===== config.mk =====
export PLATFORM = sky130hd
export DESIGN_NAME = hjal_rot_cell
export DESIGN_NICKNAME = d
export VERILOG_FILES = /design/src/rtl/hjal_pkg.sv /design/src/rtl/hjal_rot_cell.sv
export SDC_FILE = /design/constraint.sdc
export NUM_CORES = 1
export LEC_CHECK = 0
export BUFFER_PORTS_ARGS = -buffer_cell sky130_fd_sc_hd__buf_2
export CAP_MARGIN = 20
export CORE_MARGIN = 4
export CORE_UTILIZATION = 25
export DETAILED_ROUTE_END_ITERATION = 12
export HOLD_SLACK_MARGIN = 0.1
export PLACE_DENSITY = 0.43
export SETUP_SLACK_MARGIN = 0.4
export SLEW_MARGIN = 20
export SYNTH_ARGS = -nofsm -noshare
export SYNTH_HDL_FRONTEND = slang
export SYNTH_SLANG_ARGS = --single-unit

===== constraint.sdc =====
create_clock -name clk -period 6.4 [get_ports clk]
set_input_delay 0 -clock clk [delete_from_list [all_inputs] [get_ports clk]]
set_output_delay 0 -clock clk [all_outputs]
set_load 0.01 [all_outputs]

===== src/rtl/hjal_pkg.sv =====
package hjal_pkg;

    localparam int STEPS      = 20;
    localparam int NEAR_ZERO  = 2;
    localparam int CHANGE_TOL = 1;

    // datapath widths: normalizer, vectoring CORDIC, angle, rotation CORDIC
    localparam int NW = 68;
    localparam int VW = 45;
    localparam int ZW = 25;
    localparam int RW = 34;

    localparam int NDN = 5;
    localparam int NUP = 6;

    localparam logic signed [ZW-1:0] PI_Q20      = 25'sd3294199;
    localparam logic signed [ZW-1:0] HALF_PI_Q20 = 25'sd1647099;
    localparam logic signed [19:0]   TWO_PI_Q12  = 20'sd25736;
    localparam logic signed [RW-1:0] GAIN_Q30    = 34'sd652032874;

    // vectoring target window [2^40, 2^41)
    localparam logic signed [NW-1:0] NORM_HI = NW'(64'sd1 <<< 41);
    localparam logic signed [NW-1:0] NORM_LO = NW'(64'sd1 <<< 40);

    localparam logic [19:0] ATAN_Q20 [STEPS] = '{
        20'd823550, 20'd486170, 20'd256879, 20'd130396, 20'd65451,
        20'd32757,  20'd16383,  20'd8192,   20'd4096,   20'd2048,
        20'd1024,   20'd512,    20'd256,    20'd128,    20'd64,
        20'd32,     20'd16,     20'd8,      20'd4,      20'd2
    };

    localparam logic [5:0] DN_SH [NDN] = '{6'd16, 6'd8, 6'd4, 6'd2, 6'd1};
    localparam logic [5:0] UP_SH [NUP] = '{6'd32, 6'd16, 6'd8, 6'd4, 6'd2, 6'd1};

    typedef enum logic [2:0] {
        CFG_FWD_X   = 3'd0,
        CFG_FWD_Y   = 3'd1,
        CFG_FWD_Z   = 3'd2,
        CFG_HINGE_X = 3'd3,
        CFG_HINGE_Y = 3'd4,
        CFG_HINGE_Z = 3'd5,
        CFG_LOWER   = 3'd6,
        CFG_UPPER   = 3'd7
    } cfg_idx_t;

    // per-transaction side band that rides along the pipeline
    typedef struct packed {
        logic signed [15:0]   w;
        logic signed [15:0]   x;
        logic signed [15:0]   y;
        logic signed [15:0]   z;
        logic                 near;
        logic                 fix;
        logic                 fix_neg;
        logic                 hneg;
        logic signed [ZW-1:0] z0;
    } side_t;

endpackage


===== src/rtl/hjal_rot_cell.sv =====
module hjal_rot_cell import hjal_pkg::*; (
    input  logic                 clk,
    input  logic                 en,
    input  logic [4:0]           idx,
    input  logic signed [RW-1:0] x_in,
    input  logic signed [RW-1:0] y_in,
    input  logic signed [ZW-1:0] z_in,
    output logic signed [RW-1:0] x_reg,
    output logic signed [RW-1:0] y_reg,
    output logic signed [ZW-1:0] z_reg
);

    logic signed [RW-1:0] xs, ys, x_next, y_next;
    logic signed [ZW-1:0] at, z_next;

    always_comb
    begin
        at = $signed({{(ZW-20){1'b0}}, ATAN_Q20[idx]});
        xs = x_in >>> idx;
        ys = y_in >>> idx;
        if (!z_in[ZW-1])
        begin
            x_next = x_in - ys;
            y_next = y_in + xs;
            z_next = z_in - at;
        end
        else
        begin
            x_next = x_in + ys;
            y_next = y_in - xs;
            z_next = z_in + at;
        end
    end

    always_ff @(posedge clk)
    begin
        if (en)
        begin
            x_reg <= x_next;
            y_reg <= y_next;
            z_reg <= z_next;
        end
    end

endmodule

==> results.cfg <==
[status]
status = complete, no violations

[drt]
ant_nets = 0
drtPass1Iterations = 7
routed_via_density = 5.36
drc = 0
num_vias = 13461
wl_um = 58000
first_iter_violations = 1031
wire_per_inst_um = 23.1

[critical_path]
required_ns = 6.55
crit_fanout = 35
startpoint_type = input port
cp.arrival_ns = 5.80
end_kind = flip-flop
max_stage_delay_ns = 0.66
slowest_stage = mux2i_1
cpMostUsedCell = buf_4
path_class = in2reg

[synth]
netlist_area_mm2 = 0.0140
async_flop_share_pct = 0
synth.top_cells.by_area = edfxtp_1 20%, mux4_2 12%, ha_1 8.8%
synth_cells = 1556
synthMostInstantiatedCell = a21oi_1
ys_types = 94
ys.flop_type = edfxtp_1
yosys-top-cells-count = 141 x a21oi_1, 118 x nor2_1, 116 x nand2_1
yosysWarningCount = 0
syn_avg_cell_area_um2 = 9.01
yosys.area.top_type = edfxtp_1
ys_seq_area_share_pct = 19.9
synth_top_area_share_pct = 19.9
synth_edf_count = 93
syn_nets = 1758
synth-seq-cells = 93

[layout]
drive_above_1_share_pct = 24.0
fin_area_mm2 = 0.0165
nNetsFinal = 1958
area_growth_pct = 18.1

[floorplan]
io_pins = 193
die-area_mm2 = 0.0599
start_util_pct = 25.3
die_w_um = 245
dieHeight_um = 245
fp-row-count = 86
core_area_mm2 = 0.0553

[grt]
grt_overflow_total = 0
track_usage_pct = 19.0
antenna_found_initial = 5
grt_pass1_wl_um = 87000
grt_max_degree = 64
grt_pass1_vias = 13476

[clock_tree]
cts_resized = 0
cts.sinks = 93
cts_tree = built
h-tree-depth = 3
root_buffer = clkbuf_16
cts_buffers = 9
clk_pin_slew_ns = 0.08
clk_path_buf_depth = 2

[worst_hold_path]
min_path_type = in2reg

[timing]
relSlewSlack_pct = 33.2
fin_crit_sh_pct = 88.3
hold_viol = 0
drv_slew = 0
grt_setup_unrepaired = no
period_needed_ns = 5.65
tns_ns = 0
tightest_slew_ns = 0.976
finalSetupViolCount = 0
max_freq_mhz = 177

[power_and_ir_drop]
powerDensity_mw_per_mm2 = 215
leakage_nw = 6.73
total_power_w = 0.00355
ir_worst_vdd_mv = 0.146

[placed_design]
gp_congestion = 0.915
port_buffers = 192
hpwl_um = 46700
dpl-instance-area_mm2 = 0.0161

[flow_run]
max_cap_viol_count = 0
-- report_power, final --
| group | internal [W] | switching (W) | leakage, nW |
|---|---|---|---|
| clock | 0.000262 | 0.000270 | 0.122 |
| sequential | 0.000917 | 0.0000416 | 0.910 |
| combinational | 0.000872 | 0.00119 | 5.70 |
-- worst paths after layout --
path | cells past startpoint | to | from | slack, ns
worst max-delay path | 25 | y_reg[32] | idx[2] | 0.75
worst min-delay path | 1 | y_reg[29] | en | 0.13
-- per-layer routing --
metal,GRT usage (%),wire [µm]
met5,0,21
met4,6.44,1950
met3,3.68,3490
met2,32.5,28000
met1,24.0,24600
-- final cells by class --
cell class                 instances  area (µm²)
fill                            5912       38800
timing repair buffer             278        1760
antenna                            2        5.00
sequential                        93        2790
multi-input combinational       1328       10600
clock buffer                      10         229
tap                              748         936
inverter                          46         173
clock inverter                     6        40.0
-- timing repair --
action | 4_1_cts | 5_1_grt
endpoints found under the hold margin | 10 | 0
hold buffers | 10 | 0
setup buffers | 0 | 2
endpoints found under the setup margin | 0 | 1
-- critical path, delay by kind of cell --
kind / cells / cell delay [ns]
xor+xnor: 2 / 0.30
fa+ha+maj: 2 / 0.57
buf+inv: 5 / 1.03
simple gates: 4 / 0.48
mux: 2 / 1.24
compound gates: 10 / 2.17
-- placed cells by master (no fill, tap or decap), types with 29 or more instances in the layout --
cell / netlist / final
nand2b_1: 29 / 29
nor3_1: 30 / 30
inv_1: 45 / 45
xor2_1: 60 / 60
buf_2: 21 / 187
nand2_1: 116 / 116
mux4_2: 74 / 74
nand3_1: 34 / 34
mux2i_1: 45 / 45
a21oi_1: 141 / 141
o21ai_0: 77 / 77
edfxtp_1: 93 / 93
a21o_1: 46 / 46
mux2_2: 34 / 34
xnor2_1: 99 / 99
nor2_1: 118 / 118
ha_1: 99 / 99
buf_4: 5 / 71
-- cell families after synthesis --
family                   Yosys count  synth area share [%]
multiplexers                     154                  17.9
flip-flops                        93                  19.9
XOR/XNOR                         160                  10.1
AO/OA/AOI/OAI                    474                  22.7
buffers and inverters            135                  4.37
adder cells (fa/ha/maj)          102                  9.27
AND/OR/NAND/NOR                  438                  15.7
-- through the flow --
step,utilization (%),setup slack [ns],hold WS [ns],instances
4_1_cts,29.9,0.666,0.110,2507
3_5_place_dp,29.2,0.268,0.313,2481
3_3_place_gp,29.2,0.169,0.303,2481
6_report,29.9,0.746,0.127,2511
5_1_grt,29.9,0.414,0.143,2509
2_1_floorplan,-,1.04,0.112,1556
No activity file was read; power rests on OpenSTA's default activity.
