**src/rtl/hjal_pkg.sv**
```systemverilog
package hjal_pkg;

    localparam int STEPS      = 20;
    localparam int NEAR_ZERO  = 2;
    localparam int CHANGE_TOL = 1;

    // datapath widths: normalizer, vectoring CORDIC, angle, rotation CORDIC
    localparam int NW = 68;
    localparam int VW = 45;
    localparam int ZW = 25;
    localparam int RW = 34;

    localparam int NDN = 5;
    localparam int NUP = 6;

    localparam logic signed [ZW-1:0] PI_Q20      = 25'sd3294199;
    localparam logic signed [ZW-1:0] HALF_PI_Q20 = 25'sd1647099;
    localparam logic signed [19:0]   TWO_PI_Q12  = 20'sd25736;
    localparam logic signed [RW-1:0] GAIN_Q30    = 34'sd652032874;

    // vectoring target window [2^40, 2^41)
    localparam logic signed [NW-1:0] NORM_HI = NW'(64'sd1 <<< 41);
    localparam logic signed [NW-1:0] NORM_LO = NW'(64'sd1 <<< 40);

    localparam logic [19:0] ATAN_Q20 [STEPS] = '{
        20'd823550, 20'd486170, 20'd256879, 20'd130396, 20'd65451,
        20'd32757,  20'd16383,  20'd8192,   20'd4096,   20'd2048,
        20'd1024,   20'd512,    20'd256,    20'd128,    20'd64,
        20'd32,     20'd16,     20'd8,      20'd4,      20'd2
    };

    localparam logic [5:0] DN_SH [NDN] = '{6'd16, 6'd8, 6'd4, 6'd2, 6'd1};
    localparam logic [5:0] UP_SH [NUP] = '{6'd32, 6'd16, 6'd8, 6'd4, 6'd2, 6'd1};

    typedef enum logic [2:0] {
        CFG_FWD_X   = 3'd0,
        CFG_FWD_Y   = 3'd1,
        CFG_FWD_Z   = 3'd2,
        CFG_HINGE_X = 3'd3,
        CFG_HINGE_Y = 3'd4,
        CFG_HINGE_Z = 3'd5,
        CFG_LOWER   = 3'd6,
        CFG_UPPER   = 3'd7
    } cfg_idx_t;

    // per-transaction side band that rides along the pipeline
    typedef struct packed {
        logic signed [15:0]   w;
        logic signed [15:0]   x;
        logic signed [15:0]   y;
        logic signed [15:0]   z;
        logic                 near;
        logic                 fix;
        logic                 fix_neg;
        logic                 hneg;
        logic signed [ZW-1:0] z0;
    } side_t;

endpackage

```
**src/rtl/hjal_vec_cell.sv**
```systemverilog
module hjal_vec_cell import hjal_pkg::*; (
    input  logic                 clk,
    input  logic                 en,
    input  logic [4:0]           idx,
    input  logic signed [VW-1:0] x_in,
    input  logic signed [VW-1:0] y_in,
    input  logic signed [ZW-1:0] z_in,
    output logic signed [VW-1:0] x_reg,
    output logic signed [VW-1:0] y_reg,
    output logic signed [ZW-1:0] z_reg
);

    logic signed [VW-1:0] xs, ys, x_next, y_next;
    logic signed [ZW-1:0] at, z_next;
    logic                 ypos;

    always_comb
    begin
        at   = $signed({{(ZW-20){1'b0}}, ATAN_Q20[idx]});
        xs   = x_in >>> idx;
        ys   = y_in >>> idx;
        ypos = !y_in[VW-1] && (y_in != '0);
        if (ypos)
        begin
            x_next = x_in + ys;
            y_next = y_in - xs;
            z_next = z_in + at;
        end
        else
        begin
            x_next = x_in - ys;
            y_next = y_in + xs;
            z_next = z_in - at;
        end
    end

    always_ff @(posedge clk)
    begin
        if (en)
        begin
            x_reg <= x_next;
            y_reg <= y_next;
            z_reg <= z_next;
        end
    end

endmodule

```
**config.mk**
```make
export PLATFORM = sky130hd
export DESIGN_NAME = hjal_vec_cell
export DESIGN_NICKNAME = d
export VERILOG_FILES = /design/src/rtl/hjal_pkg.sv /design/src/rtl/hjal_vec_cell.sv
export SDC_FILE = /design/constraint.sdc
export NUM_CORES = 1
export LEC_CHECK = 0
export BUFFER_PORTS_ARGS = -buffer_cell sky130_fd_sc_hd__buf_4
export CAP_MARGIN = 5
export CORE_MARGIN = 5
export CORE_UTILIZATION = 41
export DETAILED_ROUTE_END_ITERATION = 7
export MAX_ROUTING_LAYER = met4
export SLEW_MARGIN = 40
export SYNTH_ARGS = -nofsm -noshare
export SYNTH_HDL_FRONTEND = slang
export SYNTH_SLANG_ARGS = --single-unit
```
**constraint.sdc**
```tcl
create_clock -name clk -period 7.8 [get_ports clk]
set_input_delay 0.39 -clock clk [delete_from_list [all_inputs] [get_ports clk]]
set_output_delay 0.39 -clock clk [all_outputs]
set_load 0.03 [all_outputs]
```
==> impl_metrics.json, run 1 <==
{
  "detail-route-antenna-nets": 0,
  "yosysWarnings": 0,
  "synth_enable_flop_cells": 115,
  "grt_overflow": 0,
  "initial_core_util": 0.415,
  "ios": 237,
  "worstSetupEndpointType": "flip-flop",
  "synth_ff_type": "edfxtp_1",
  "clk_pin_slew_ns": 0.05,
  "clockBufferDepth": 2,
  "multi_input_area_um2": 14200,
  "drive_gt1_frac": 0.207,
  "antenna_found_initial": 1,
  "final_cell_mix": "282 x buf_4, 204 x nand2_1, 172 x a21oi_1, 155 x nor2_1, 137 x o21ai_0",
  "io_buffer_count": 236,
  "cts_tree": "yes",
  "ctsHtreeMaxLevel": 4,
  "ys_ff_latch": 115,
  "hold_violations": 0,
  "routed_wirelength_um": 72800,
  "vias_per_cell": 6.40,
  "fp.dieW_um": 222,
  "ys_seq_area_frac": 0.188,
  "period_needed_ns": 6.80,
  "syn_area_um2": 18400,
  "post_dp_cell_area_um2": 20800,
  "post-route-util": 0.481,
  "grt_pass1_wl_um": 110000,
  "synthDistinctLibCells": 86,
  "async_flop_share": 0,
  "ctsResizeCount": 0,
  "hold_slack_ns": 0.216,
  "post_cts_buffers": 0,
  "nNetsFinal": 2549,
  "vdd_ir_drop_max_mv": 0.155,
  "final_area_um2": 21300,
  "hold_class": "input pin to flip-flop",
  "synth.avg_cell_area_um2": 8.74,
  "tightest_slew_ns": 0.877,
  "final_common_cell": "buf_4",
  "drv_cap": 0,
  "dp.cells": 2864,
  "die_area_um2": 49200,
  "dp_hpwl_um": 56400,
  "grt_max_degree": 69,
  "firstDrtPassIters": 5,
  "syn_inst": 2105,
  "cts_sinks": 115,
  "gp_congestion": 1.00,
  "run_status": "completed",
  "slew_viol_final": 0,
  "timing.slew.headroom": 0.409,
  "crit_path_start_kind": "input pin",
  "fmax_ghz": 0.147,
  "drtIter0Drc": 1864,
  "p_per_area_nw_per_um2": 207,
  "seq_area_um2": 3450,
  "synth_nets": 2363,
  "routedWlPerCell_um": 25.2,
  "die_h_um": 222,
  "vias": 18500,
  "power_leakage_nw": 8.70,
  "grtUsageTotal": 0.295,
  "cts_hold_buf": 0,
  "cp_data_required_time_ns": 8.03,
  "core_um2": 44300,
  "setup_viol": 0,
  "final.period_utilization": 0.872,
  "synthToLayoutAreaGrowth_pct": 15.8,
  "grt_pass1_vias": 17700,
  "cp.arrival_ns": 7.04,
  "rows": 77,
  "setup_total_negative_slack_ns": 0,
  "clockRootBuffer": "clkbuf_16",
  "grt_setup_unrepaired": "no",
  "final_cell_count_no_fill": 2892,
  "fill_cells": 4283,
  "drc": 0,
  "cts_buffers": 17,
  "path_max_fanout": 56,
  "worst-setup-path-type": "input pin to flip-flop"
}
power by group:
part | leakage [nW] | switching [W] | internal [W]
sequential | 1.13 | 0.0000516 | 0.000940
combinational | 7.32 | 0.00163 | 0.00105
clock | 0.257 | 0.000293 | 0.000453
kinds of logic (layout without fill, tap and decap cells):
family	count (synthesis)	after routing	synth area share
simple gates	641	641	0.168
compound gates	613	613	0.213
mux	238	238	0.202
xor+xnor	198	198	0.0942
buf+inv	164	358	0.0415
fa+ha+maj	136	136	0.0937
flops	115	115	0.188
other cells	0	1	0
per-layer routing:
layer,up-vias,wire (µm),track usage
li1,8414,-,-
met1,9066,32100,0.401
met2,889,32800,0.449
met3,134,5470,0.0498
met4,0,2500,0.100
met5,-,0,-
worst max-delay path: stages:
cell       delay [ns]
buf_6            0.51
mux4_2           0.69
mux2i_1          0.32
o22ai_1          0.13
a221oi_1         0.51
o21ai_1          0.29
or3_1            0.49
or3_1            0.43
o31ai_1          0.30
xor2_1           0.20
ha_1             0.32
a21o_1           0.18
a21o_1           0.17
a21oi_1          0.21
o21ai_0          0.21
a21oi_1          0.27
a21oi_1          0.13
nand2b_1         0.17
a2111oi_0        0.58
or2_2            0.24
o22ai_1          0.09
xnor2_1          0.14
stage by stage:
step	setup slack, ns	total power (W)
floorplan	0.558	0.00281
global placement	0.707	0.00363
detailed placement	0.627	0.00363
CTS	1.15	0.00442
global route	0.534	0.00469
finish	0.997	0.00441
synthesized netlist by cell type, types with 23 or more instances:
cell type	instances	area share
ha_1	133	0.090
o21ai_0	138	0.038
nand2_1	204	0.042
nor2_1	157	0.032
mux2_2	31	0.019
a211oi_1	25	0.010
nand2b_1	26	0.0088
mux2i_1	102	0.055
nand3_1	51	0.014
xor2_1	72	0.034
buf_1	23	0.0047
a31oi_1	34	0.012
edfxtp_1	115	0.19
nor2b_1	29	0.0099
a21o_1	63	0.026
inv_1	42	0.0086
nor3_1	48	0.013
buf_2	28	0.0076
xnor2_1	126	0.060
mux4_2	103	0.13
nor4_1	23	0.0078
o21a_1	26	0.011
a21oi_1	172	0.047
clkbuf_1	54	0.011
path summary, 6_finish.rpt:
check	startpoint	to	slack [ns]	cells after the start
worst min-delay path	z_in[0]	z_reg[0]$_DFFE_PP_	0.22	2
worst max-delay path	idx[0]	y_reg[44]$_DFFE_PP_	1.0	22
final cells by class:
| class | instances | area share |
|---|---|---|
| antenna | 1 | 0.000117 |
| clock buffer | 19 | 0.0203 |
| clock inverter | 8 | 0.00429 |
| inverter | 43 | 0.00757 |
| multi-input combinational | 1826 | 0.667 |
| sequential | 115 | 0.162 |
| tap | 592 | 0.0348 |
| timing repair buffer | 288 | 0.104 |
Note: power is estimated with default switching activity, not from simulation.
==> inputs of run 2 (changes only) <==
--- a/config.mk
+++ b/config.mk
@@ -5,7 +5,7 @@
 export SDC_FILE = /design/constraint.sdc
 export NUM_CORES = 1
 export LEC_CHECK = 0
-export BUFFER_PORTS_ARGS = -buffer_cell sky130_fd_sc_hd__buf_4
+export BUFFER_PORTS_ARGS = -buffer_cell sky130_fd_sc_hd__buf_2
 export CAP_MARGIN = 5
 export CORE_MARGIN = 5
 export CORE_UTILIZATION = 41
==> constraint.sdc (replaced) <==
create_clock -name clk -period 7.8 [get_ports clk]
set_input_delay 0.39 -clock clk [delete_from_list [all_inputs] [get_ports clk]]
set_output_delay 0.39 -clock clk [all_outputs]
set_load 0.02 [all_outputs]
==> run 2 against run 1 <==
Net effect: clock-buffer cell count increased by 2; fmax is 0.57% lower; routed wire length decreased by 4.0%; largest power group unchanged; critical path type unchanged; setup slack lost 0.039 ns.
==> impl_metrics.json, run 2 (synthesis gave the netlist of run 1 again) <==
{
  "synthToLayoutAreaGrowth_pct": 12.5,
  "antenna_found_initial": 2,
  "io_buffer_count": 236,
  "vias": 18100,
  "post_cts_buffers": 0,
  "fp.dieW_um": 222,
  "grt_setup_unrepaired": "no",
  "clockRootBuffer": "clkbuf_16",
  "vdd_ir_drop_max_mv": 0.168,
  "final.period_utilization": 0.877,
  "period_needed_ns": 6.84,
  "vias_per_cell": 6.29,
  "power_leakage_nw": 8.46,
  "grt_pass1_vias": 17400,
  "hold_class": "input pin to flip-flop",
  "dp_slack_ns": 0.629,
  "core_um2": 44300,
  "ctsResizeCount": 0,
  "firstDrtPassIters": 8,
  "drc": 0,
  "setup_viol": 0,
  "final_cell_mix": "230 x buf_2, 204 x nand2_1, 172 x a21oi_1, 155 x nor2_1, 138 x o21ai_0",
  "drv_cap": 0,
  "die_h_um": 222,
  "slew_viol_final": 0,
  "fmax_ghz": 0.146,
  "timing.slew.headroom": 0.392,
  "die_area_um2": 49200,
  "clk_pin_slew_ns": 0.05,
  "fill_cells": 4410,
  "rows": 77,
  "cts_hold_buf": 0,
  "cts_tree": "yes",
  "ios": 237,
  "grtUsageTotal": 0.282,
  "post-route-util": 0.467,
  "multi_input_area_um2": 14200,
  "final_cell_count_no_fill": 2886,
  "tightest_slew_ns": 0.886,
  "grt_overflow": 0,
  "clockBufferDepth": 2,
  "final_area_um2": 20700,
  "detail-route-antenna-nets": 0,
  "final_common_cell": "buf_2",
  "ctsHtreeMaxLevel": 4,
  "drtIter0Drc": 1873,
  "hold_violations": 0,
  "crit_path_start_kind": "input pin",
  "worst-setup-path-type": "input pin to flip-flop",
  "dp_hpwl_um": 54200,
  "dp.cells": 2852,
  "routed_wirelength_um": 69900,
  "routedWlPerCell_um": 24.2,
  "setup_total_negative_slack_ns": 0,
  "cts_sinks": 115,
  "p_per_area_nw_per_um2": 203,
  "initial_core_util": 0.415,
  "path_max_fanout": 55,
  "nNetsFinal": 2537,
  "drive_gt1_frac": 0.204,
  "worstSetupEndpointType": "flip-flop",
  "grt_pass1_wl_um": 106000,
  "cp.arrival_ns": 7.06,
  "worst_slack_ns": 0.958,
  "cp_data_required_time_ns": 8.02,
  "post_dp_cell_area_um2": 20100,
  "seq_area_um2": 3450,
  "cts_buffers": 17,
  "run_status": "completed",
  "grt_max_degree": 107,
  "gp_congestion": 1.03
}
[run 2: changes by cell type in the layout (fill, tap and decap cells not counted), moves of 2 or more]
cell	previous run	this run
buf_2	0	230
clkbuf_1	2	4
buf_4	282	41
diode_2	1	3
[run 2: final timing paths]
| path | cells past startpoint | from | endpoint |
|---|---|---|---|
| worst max-delay path | 22 | idx[0] | y_reg[44]$_DFFE_PP_ |
| worst min-delay path | 2 | z_in[0] | z_reg[0]$_DFFE_PP_ |
[run 2: layout make-up]
cell class	instances	area share
Timing Repair Buffer	276	0.0745
Sequential cell	115	0.167
Antenna cell	3	0.000363
Inverter	43	0.00780
Tap cell	592	0.0358
Multi-Input combinational cell	1826	0.687
Clock buffer	21	0.0213
Clock inverter	10	0.00647
[run 2: power breakdown]
part	internal, W	total [W]	leakage, nW	switching [W]
clock	0.000496	0.000800	0.279	0.000304
combinational	0.000930	0.00241	7.06	0.00148
sequential	0.000938	0.000981	1.13	0.0000424
total	0.00236	0.00419	8.46	0.00183
[run 2: worst max-delay path: stages]
cell and delay (ns):
buf_6 0.47, buf_12 0.32, mux4_2 0.57, mux2_2 0.33, a221oi_1 0.62, o21ai_1 0.27, or3_1 0.49, or3_1 0.43
o31ai_1 0.30, xor2_1 0.19, ha_1 0.33, a21o_1 0.19, a21o_1 0.17, a21oi_1 0.19, o21ai_0 0.18, a21oi_1 0.23
a21oi_1 0.14, nand2b_1 0.18, a2111oi_0 0.52, or2_2 0.24, o22ai_1 0.09, xnor2_1 0.14
[run 2: metrics by stage]
stage	total power (W)	hold slack, ns
CTS	0.00419	0.188
finish	0.00419	0.218
global route	0.00446	0.205
global placement	0.00336	0.714
detailed placement	0.00336	0.701
floorplan	0.00268	0.502
[run 2: per-layer routing]
| layer | track usage | part of all wire | wire length, µm |
|---|---|---|---|
| met4 | 0.120 | 0.042 | 2940 |
| met1 | 0.375 | 0.43 | 30300 |
| met2 | 0.423 | 0.45 | 31200 |
| met3 | 0.0538 | 0.077 | 5390 |
| met5 | - | 0 | 0 |
